$ cat config.mk
export PLATFORM = sky130hd
export DESIGN_NAME = rle_sprite_blitter_core
export DESIGN_NICKNAME = d
export VERILOG_FILES = /design/src/rtl/rsb_pkg.sv /design/src/rtl/rsb_shade.sv /design/src/rtl/rle_sprite_blitter_core.sv
export SDC_FILE = /design/constraint.sdc
export NUM_CORES = 1
export LEC_CHECK = 0
export ABC_AREA = 1
export BUFFER_PORTS_ARGS = -buffer_cell sky130_fd_sc_hd__buf_4
export CAP_MARGIN = 20
export CORE_MARGIN = 2
export CORE_UTILIZATION = 45
export CTS_CLUSTER_SIZE = 28
export DETAILED_ROUTE_END_ITERATION = 6
export SYNTH_ARGS = -nofsm -noshare
export SYNTH_HDL_FRONTEND = slang
export SYNTH_SLANG_ARGS = --single-unit
export TNS_END_PERCENT = 20
$ cat constraint.sdc
create_clock -name clk_i -period 4.05 [get_ports clk_i]
set_input_delay 0.405 -clock clk_i [delete_from_list [all_inputs] [get_ports clk_i]]
set_output_delay 0.405 -clock clk_i [all_outputs]
set_load 0.05 [all_outputs]
$ cat src/rtl/rsb_pkg.sv
`timescale 1ns / 1ps

package rsb_pkg;

  // Recolor modes; undefined codes fall back to brighten
  typedef enum logic [2:0] {
    ModeBright  = 3'd0,
    ModeRecolor = 3'd1,
    ModeSwap    = 3'd2,
    ModeGhost   = 3'd3,
    ModeGlow    = 3'd4
  } mode_e;

  // Configuration register indexes
  typedef enum logic [2:0] {
    CfgLeftX      = 3'd0,
    CfgTopY       = 3'd1,
    CfgWidth      = 3'd2,
    CfgHeight     = 3'd3,
    CfgDrawMode   = 3'd4,
    CfgBrightness = 3'd5,
    CfgTargetHue  = 3'd6,
    CfgMatchHue   = 3'd7
  } cfg_reg_e;

  localparam int unsigned CfgDataW = 11;
  localparam int unsigned PosW     = 12;
  localparam logic [7:0]  TagSkip  = 8'h80;

  typedef struct packed {
    mode_e             draw_mode;
    logic signed [5:0] brightness;
    logic [2:0]        target_hue;
    logic [2:0]        match_hue;
  } shade_cfg_t;

  // Keep the hue, add d to the low five bits and clamp to 0..31
  function automatic logic [7:0] light(input logic [7:0] c, input logic signed [7:0] d);
    logic signed [7:0] v;
    logic [4:0]        lo;
    v = $signed({3'b000, c[4:0]}) + d;
    if (v < 0) begin
      lo = 5'd0;
    end else if (v > 8'sd31) begin
      lo = 5'd31;
    end else begin
      lo = v[4:0];
    end
    return {c[7:5], lo};
  endfunction

endpackage

$ cat src/rtl/rsb_shade.sv
`timescale 1ns / 1ps

module rsb_shade import rsb_pkg::*; (
  input  logic [7:0] src_i,
  input  logic [7:0] bg_i,
  input  shade_cfg_t cfg_i,
  output logic [7:0] value_o
);

  logic [7:0]        recolored;
  logic signed [7:0] bright_ext;
  logic signed [7:0] glow_ofs;

  assign recolored  = {cfg_i.target_hue, src_i[4:0]};
  assign bright_ext = {{2{cfg_i.brightness[5]}}, cfg_i.brightness};
  assign glow_ofs   = $signed({3'b000, bg_i[4:0]}) + bright_ext;

  always_comb begin
    case (cfg_i.draw_mode)
      ModeRecolor: value_o = light(recolored, bright_ext);
      ModeSwap: begin
        if (src_i[7:5] == cfg_i.match_hue) begin
          value_o = light(recolored, bright_ext);
        end else begin
          value_o = light(src_i, bright_ext);
        end
      end
      ModeGhost: begin
        // hue zero pixels blend: their low bits brighten the background
        if (src_i[7:5] == 3'd0) begin
          value_o = light(bg_i, $signed({3'b000, src_i[4:0]}));
        end else begin
          value_o = light(src_i, bright_ext);
        end
      end
      ModeGlow: value_o = light(src_i, glow_ofs);
      default:  value_o = light(src_i, bright_ext);
    endcase
  end

endmodule

$ cat src/rtl/rle_sprite_blitter_core.sv
`timescale 1ns / 1ps
// Transparency-RLE sprite blitter: one stream byte in, at most one pixel write out.
// Path: an accepted data byte is held in the input register, then its pixel
// in the result register.
// Throughput: one byte per cycle while the output is not stalled, set by the position/run update loop.
// Reset (async, active low): no sprite active, run and position cleared,
// all configuration registers zero, both pipeline stages empty.

module rle_sprite_blitter_core import rsb_pkg::*; #(
  parameter int SCREEN_WIDTH  = 640,
  parameter int SCREEN_HEIGHT = 480
) (
  input  logic                clk_i,
  input  logic                rst_ni,

  input  logic                cfg_valid_i,
  output logic                cfg_ready_o,
  input  logic [2:0]          cfg_index_i,
  input  logic [CfgDataW-1:0] cfg_data_i,

  input  logic                in_valid_i,
  output logic                in_stall_o,
  input  logic [7:0]          code_byte_i,
  input  logic [7:0]          background_pixel_i,
  input  logic                sprite_start_i,

  output logic                out_valid_o,
  input  logic                out_stall_i,
  output logic [9:0]          pixel_x_o,
  output logic [9:0]          pixel_y_o,
  output logic [7:0]          pixel_value_o
);

  // Screen limits in the signed width used for position math
  localparam logic signed [13:0] ScrW    = 14'(SCREEN_WIDTH);
  localparam logic signed [13:0] ScrH    = 14'(SCREEN_HEIGHT);
  localparam logic signed [13:0] LastRow = 14'(SCREEN_HEIGHT - 1);
  localparam logic signed [11:0] StartMaxX = 12'(SCREEN_WIDTH - 1);
  localparam logic signed [11:0] StartMaxY = 12'(SCREEN_HEIGHT - 1);

  // Configuration registers
  logic signed [10:0] left_x_q, top_y_q;
  logic [9:0]         width_q, height_q;
  shade_cfg_t         shade_cfg_q;

  // Input stage
  logic       s1_valid_q, s1_valid_d;
  logic [7:0] s1_code_q, s1_bg_q;
  logic       s1_start_q;

  // Sprite walk state
  logic            run_q, run_d;
  logic [6:0]      rem_q, rem_d;
  logic [PosW-1:0] col_q, col_d;
  logic [PosW-1:0] row_q, row_d;
  logic            fin_q, fin_d;

  // Result stage
  logic       out_valid_q, out_valid_d;
  logic [9:0] px_q, py_q;
  logic [7:0] pv_q;

  logic       out_free;
  logic       step;
  logic       in_accept;

  // Working values after a sprite start has been applied
  logic            eff_run, eff_fin, start_fin;
  logic [6:0]      eff_rem;
  logic [PosW-1:0] eff_col, eff_row, col_n, row_inc;
  logic            row_chk;
  logic            res_valid;
  logic signed [13:0] x_pos, y_pos, y_inc;
  logic signed [11:0] lx_ext, ty_ext;
  logic [7:0]      shade_val;

  assign cfg_ready_o = 1'b1;

  // The result register frees up when empty or being drained this cycle
  assign out_free   = !out_valid_q || !out_stall_i;
  assign step       = s1_valid_q && out_free;
  assign in_stall_o = s1_valid_q && !out_free;
  assign in_accept  = in_valid_i && !in_stall_o;

  always_ff @(posedge clk_i or negedge rst_ni) begin
    if (!rst_ni) begin
      left_x_q    <= '0;
      top_y_q     <= '0;
      width_q     <= '0;
      height_q    <= '0;
      shade_cfg_q <= '{draw_mode: ModeBright, brightness: '0, target_hue: '0,
                       match_hue: '0};
    end else if (cfg_valid_i && cfg_ready_o) begin
      case (cfg_reg_e'(cfg_index_i))
        CfgLeftX:      left_x_q <= cfg_data_i;
        CfgTopY:       top_y_q <= cfg_data_i;
        CfgWidth:      width_q <= cfg_data_i[9:0];
        CfgHeight:     height_q <= cfg_data_i[9:0];
        CfgDrawMode:   shade_cfg_q.draw_mode <= mode_e'(cfg_data_i[2:0]);
        CfgBrightness: shade_cfg_q.brightness <= cfg_data_i[5:0];
        CfgTargetHue:  shade_cfg_q.target_hue <= cfg_data_i[2:0];
        CfgMatchHue:   shade_cfg_q.match_hue <= cfg_data_i[2:0];
        default: ;
      endcase
    end
  end

  // Input register: load when empty or when the held item advances
  assign s1_valid_d = in_accept ? 1'b1 : (step ? 1'b0 : s1_valid_q);

  always_ff @(posedge clk_i or negedge rst_ni) begin
    if (!rst_ni) begin
      s1_valid_q <= 1'b0;
    end else begin
      s1_valid_q <= s1_valid_d;
    end
  end

  always_ff @(posedge clk_i) begin
    if (in_accept) begin
      s1_code_q  <= code_byte_i;
      s1_bg_q    <= background_pixel_i;
      s1_start_q <= sprite_start_i;
    end
  end

  assign lx_ext = {left_x_q[10], left_x_q};
  assign ty_ext = {top_y_q[10], top_y_q};
  // A sprite that starts right of or below the screen, or has no rows, is done at once
  assign start_fin = (lx_ext > StartMaxX) || (ty_ext > StartMaxY) || (height_q == 10'd0);

  assign eff_run = s1_start_q ? 1'b0 : run_q;
  assign eff_rem = s1_start_q ? 7'd0 : rem_q;
  assign eff_col = s1_start_q ? '0 : col_q;
  assign eff_row = s1_start_q ? '0 : row_q;
  assign eff_fin = s1_start_q ? start_fin : fin_q;

  assign x_pos   = {{3{left_x_q[10]}}, left_x_q} + {2'b00, eff_col};
  assign y_pos   = {{3{top_y_q[10]}}, top_y_q} + {2'b00, eff_row};
  assign row_inc = eff_row + 12'd1;
  assign y_inc   = {{3{top_y_q[10]}}, top_y_q} + {2'b00, row_inc};

  always_comb begin
    run_d     = eff_run;
    rem_d     = eff_rem;
    col_n     = eff_col;
    row_d     = eff_row;
    fin_d     = eff_fin;
    row_chk   = 1'b0;
    res_valid = 1'b0;
    if (!eff_fin) begin
      if (eff_run) begin
        // Data byte: write only when inside the screen window
        res_valid = !x_pos[13] && (x_pos < ScrW) && !y_pos[13] && (y_pos < ScrH);
        col_n     = eff_col + 12'd1;
        rem_d     = eff_rem - 7'd1;
        if (rem_d == 7'd0) begin
          run_d   = 1'b0;
          row_chk = 1'b1;
        end
      end else if ((s1_code_q & TagSkip) != 8'd0) begin
        // Skip tag: advance over transparent pixels
        col_n   = eff_col + {5'b00000, s1_code_q[6:0]};
        row_chk = 1'b1;
      end else if (s1_code_q == 8'd0) begin
        row_chk = 1'b1;
      end else begin
        run_d = 1'b1;
        rem_d = s1_code_q[6:0];
      end
    end
    col_d = col_n;
    // Row wrap: start the next row and end the sprite past its last row or the screen
    if (row_chk && (col_n >= {2'b00, width_q})) begin
      col_d = '0;
      row_d = row_inc;
      if ((y_inc > LastRow) || (row_inc >= {2'b00, height_q})) begin
        fin_d = 1'b1;
      end
    end
  end

  always_ff @(posedge clk_i or negedge rst_ni) begin
    if (!rst_ni) begin
      run_q <= 1'b0;
      rem_q <= '0;
      col_q <= '0;
      row_q <= '0;
      fin_q <= 1'b1;
    end else if (step) begin
      run_q <= run_d;
      rem_q <= rem_d;
      col_q <= col_d;
      row_q <= row_d;
      fin_q <= fin_d;
    end
  end

  rsb_shade u_shade (
    .src_i   (s1_code_q),
    .bg_i    (s1_bg_q),
    .cfg_i   (shade_cfg_q),
    .value_o (shade_val)
  );

  // Result register: refill whenever it is free, drop bytes that write nothing
  assign out_valid_d = out_free ? (s1_valid_q && res_valid) : out_valid_q;

  always_ff @(posedge clk_i or negedge rst_ni) begin
    if (!rst_ni) begin
      out_valid_q <= 1'b0;
    end else begin
      out_valid_q <= out_valid_d;
    end
  end

  always_ff @(posedge clk_i) begin
    if (out_free) begin
      px_q <= x_pos[9:0];
      py_q <= y_pos[9:0];
      pv_q <= shade_val;
    end
  end

  assign out_valid_o   = out_valid_q;
  assign pixel_x_o     = px_q;
  assign pixel_y_o     = py_q;
  assign pixel_value_o = pv_q;

`ifndef ASSERT_OFF
  // Every write lands inside the screen window
  a_on_screen: assert property (@(posedge clk_i) disable iff (!rst_ni)
    out_valid_q |-> (32'(pixel_x_o) < SCREEN_WIDTH) && (32'(pixel_y_o) < SCREEN_HEIGHT))
    else $error("pixel write outside the screen window");

  // An open data run always has bytes left
  a_run_count: assert property (@(posedge clk_i) disable iff (!rst_ni)
    run_q |-> (rem_q != 7'd0))
    else $error("data run open with zero bytes remaining");

  // A finished sprite emits nothing until the next start
  a_idle_silent: assert property (@(posedge clk_i) disable iff (!rst_ni)
    (step && fin_q && !s1_start_q) |=> !out_valid_q)
    else $error("pixel written after sprite finished");
`endif

endmodule

==> out/results.ini <==
[floorplanning]
row_count=55
io-pin-count=67
start_util=0.454
die_area_mm2=0.0239
coreArea_mm2=0.0224
fp.dieH_um=154
die_w_um=154

[logic_synthesis]
syn_nets=1463
synth_cells=1329
syn-cell-area_mm2=0.0102
async_flop_share=0.672
synth-edff-count=45
postSynthAreaPerCell_um2=7.67
yosysSeqAreaShare=0.359
yosysUniqueCellTypes=53
ys_warn_count=0
synth-seq-cells=137
synthFlopType=dfrtp_1

[critical_path]
slowest_delay_ps=470
cpMostUsedCell=nand2_1
crit_arrival_ps=4060
critPathKind=reg -> reg
crit_fanout=5
crit_required_ps=4410
r2r-end=row_q[11]
timing.rr.start=s1_start_q
r2r_slack_ps=350
crit_buf_inv=3
reg2reg_depth=27
end_kind=flop
crit_path_top_delay_cell=edfxtp_1
critPathLaunchType=flop
crit_family=simple AND/OR/NAND/NOR gates

[cells_and_area]
drive_gt1_frac=0.141
syn2layout_area_growth_pct=16.7
multi_input_area_mm2=0.00571
fillerInstances=2162
nets=1560
diodes=0
design_area_mm2=0.0119
seq_area_mm2=0.00365

[timing]
setup_tns_ps=0
period_share=0.914
hold_violations=0
worst_slew_pin_slew_ps=973
slew_viol_final=0
finalSetupViolCount=0
slew_headroom=0.346
fin_crit_ps=3700
clock.fmax_mhz=270
whs_ps=137
fin_worst_skew_ps=9.57

[clocking]
clkLatencyLatePin_ps=420
cts_tree=done
cts-hold-fix-buffers=0
clockBufferDepth=2
root_buffer=clkbuf_16
cts_buffers=17
clock_sinks=137
cts_max_level=4
path_clk_slew_ps=70

[power_and_ir_drop]
power_density_mw_per_mm2=591
power_uw=7030
vdd_drop_max_mv=0.265
power_leakage_uw=0.00611

[routing]
drc=0
drt_iter0_markers=678
totalWireLength_um=27200
via_per_inst=5.22
wl_per_cell_um=15.8
vias=8997
ant_nets=0
drt_pass1_iterations=6

[hold_path]
hold_class=in -> async

[place]
routabilityCongestion=0.895
hpwl_um=21200
dpl-instance-area_mm2=0.0111
port_buffers=65

[grt]
antenna_found_initial=0
grt_pass1_wl_um=44600
gr-total-overflow=0
grtUsageTotal=0.237
grt_max_degree=74
grt_pass1_vias=8704

[run_status]
run_status=finished, final reports clean

[job]
maxCapViolations=0

[state kept, by name, indices dropped and copies added, names as in the netlist, 8 cells and up]
register and flops:
shade_cfg_q 15, col_q 12, row_q 12, left_x_q 11
top_y_q 11, height_q 10, pixel_x_o 10, pixel_y_o 10
width_q 10, pixel_value_o 8, s1_bg_q 8, s1_code_q 8
[synthesized netlist by cell type, types with 3 or more instances]
| cell type | count | area [µm²] |
|---|---|---|
| a31oi_1 | 4 | 25.0 |
| nand2_1 | 324 | 1220 |
| xnor2_1 | 8 | 70.1 |
| dfrtp_1 | 91 | 2280 |
| nand2_4 | 3 | 33.8 |
| o21ai_1 | 7 | 35.0 |
| buf_4 | 3 | 22.5 |
| nand4_1 | 16 | 100 |
| buf_6 | 6 | 67.6 |
| o22ai_1 | 12 | 75.1 |
| edfxtp_1 | 45 | 1350 |
| nor2_4 | 5 | 56.3 |
| or2_2 | 6 | 37.5 |
| clkbuf_1 | 15 | 56.3 |
| nand3_1 | 102 | 510 |
| nand2_2 | 4 | 25.0 |
| fa_1 | 12 | 240 |
| a21o_1 | 5 | 37.5 |
| ha_1 | 86 | 1080 |
| nor3_1 | 19 | 95.1 |
| a21oi_1 | 53 | 265 |
| o21bai_1 | 5 | 37.5 |
| o211ai_1 | 12 | 90.1 |
| nor3_2 | 3 | 30.0 |
| nor2_1 | 96 | 360 |
| a221oi_1 | 5 | 43.8 |
| nor2_2 | 8 | 50.1 |
| xor2_1 | 33 | 289 |
| o21ai_0 | 105 | 526 |
| a211oi_1 | 4 | 30.0 |
| inv_2 | 10 | 37.5 |
| inv_1 | 194 | 728 |
[final cells by class]
cell class                 instances  area share
timing repair buffer             104      0.0701
inverter                         205      0.0656
clock buffer                      17      0.0358
multi-input combinational        961       0.480
tap                              285      0.0300
sequential                       137       0.307
clock inverter                    15      0.0112
[metrics by stage]
| step | cells | util | worst slack, ps |
|---|---|---|---|
| 2_1_floorplan | 1329 | - | 262 |
| 3_5_place_dp | 1684 | 0.496 | 7.85 |
| 6_report | 1724 | 0.530 | 347 |
| 3_3_place_gp | 1684 | 0.496 | 140 |
| 4_1_cts | 1718 | 0.521 | 158 |
| 5_1_grt | 1724 | 0.530 | -8.62 |
[routing by layer]
layer / share of wire / global-route usage / vias up
met5: 0 / 0 / -
met4: 0.017 / 0.0644 / 0
met3: 0.053 / 0.0333 / 29
met2: 0.45 / 0.379 / 258
met1: 0.48 / 0.337 / 4136
li1: - / - / 4574
[placed cells by master, fill, tap and decap left out, types with 4 or more instances in the layout]
cell type  count
a21o_1         5
nor2_1        95
nand2_2        7
dfrtp_1       91
o22ai_1       12
edfxtp_1      45
o211ai_1      12
nand2_1      321
nor3_1        19
clkbuf_16     18
o21ai_1        9
buf_4         99
ha_1          83
a21oi_1       53
fa_1          11
nand3_1      100
inv_8          5
xor2_1        32
nor2_2         8
a31oi_1        4
clkinv_4       4
a221oi_1       5
o21bai_1       5
or2_2          6
nand4_1       16
inv_6          4
nor2_4         6
inv_1        191
o21ai_0      103
inv_2         12
xnor2_1        8
[worst register-to-register path, stage by stage (launching register included)]
cell and delay (ps):
edfxtp_1 470, buf_4 180, buf_4 140, nor2_8 110, ha_4 150, nand3_1 90
nand3_2 110, nand2_1 80, nand2_1 60, a21oi_1 60, or2_2 280, nand3_1 70
nand3_1 90, nand2_1 70, o21ai_1 90, ha_1 320, a21oi_1 170, nor2_1 70
a211oi_2 190, nand2_1 70, nand2_1 80, nand3_2 80, nor2_4 150, nand2_8 120
clkbuf_16 170, nand3_1 60, nand3_1 80, nand2_1 60
[repair_timing]
item / in CTS / in global routing
pin swaps: 0 / 15
cloned: 0 / 3
setup buffers: 2 / 2
endpoints found under the setup margin: 13 / 24
resized for setup: 0 / 26
[kinds of logic after synthesis]
kind of cell	synth area share
AOI/OAI and AO/OA	0.122
xor gates and xnor gates	0.0352
adders and majority gates	0.129
buffers and inverters	0.0923
DFF	0.359
other	0.000368
and+or+nand+nor	0.262
[worst max path at each step]
| stage | from | end | slack [ps] | cells after the start |
|---|---|---|---|---|
| after floorplan | s1_start_q | row_q[5] | 260 | 35 |
| after global placement | s1_start_q | row_q[0] | 140 | 27 |
| after detailed placement | s1_start_q | row_q[0] | 8 | 27 |
| after CTS | s1_start_q | row_q[0] | 160 | 32 |
| after global routing | s1_start_q | row_q[2] | -9 | 27 |
| final | s1_start_q | row_q[11] | 350 | 27 |
[where the power goes]
part / total (µW) / leakage [µW] / internal (µW) / switching (µW)
Sequential: 2120 / 0.00165 / 1860 / 263
Clock: 1490 / 0.000274 / 809 / 679
Combinational: 3420 / 0.00419 / 1200 / 2220
Note: power is estimated with default switching activity, not from simulation.
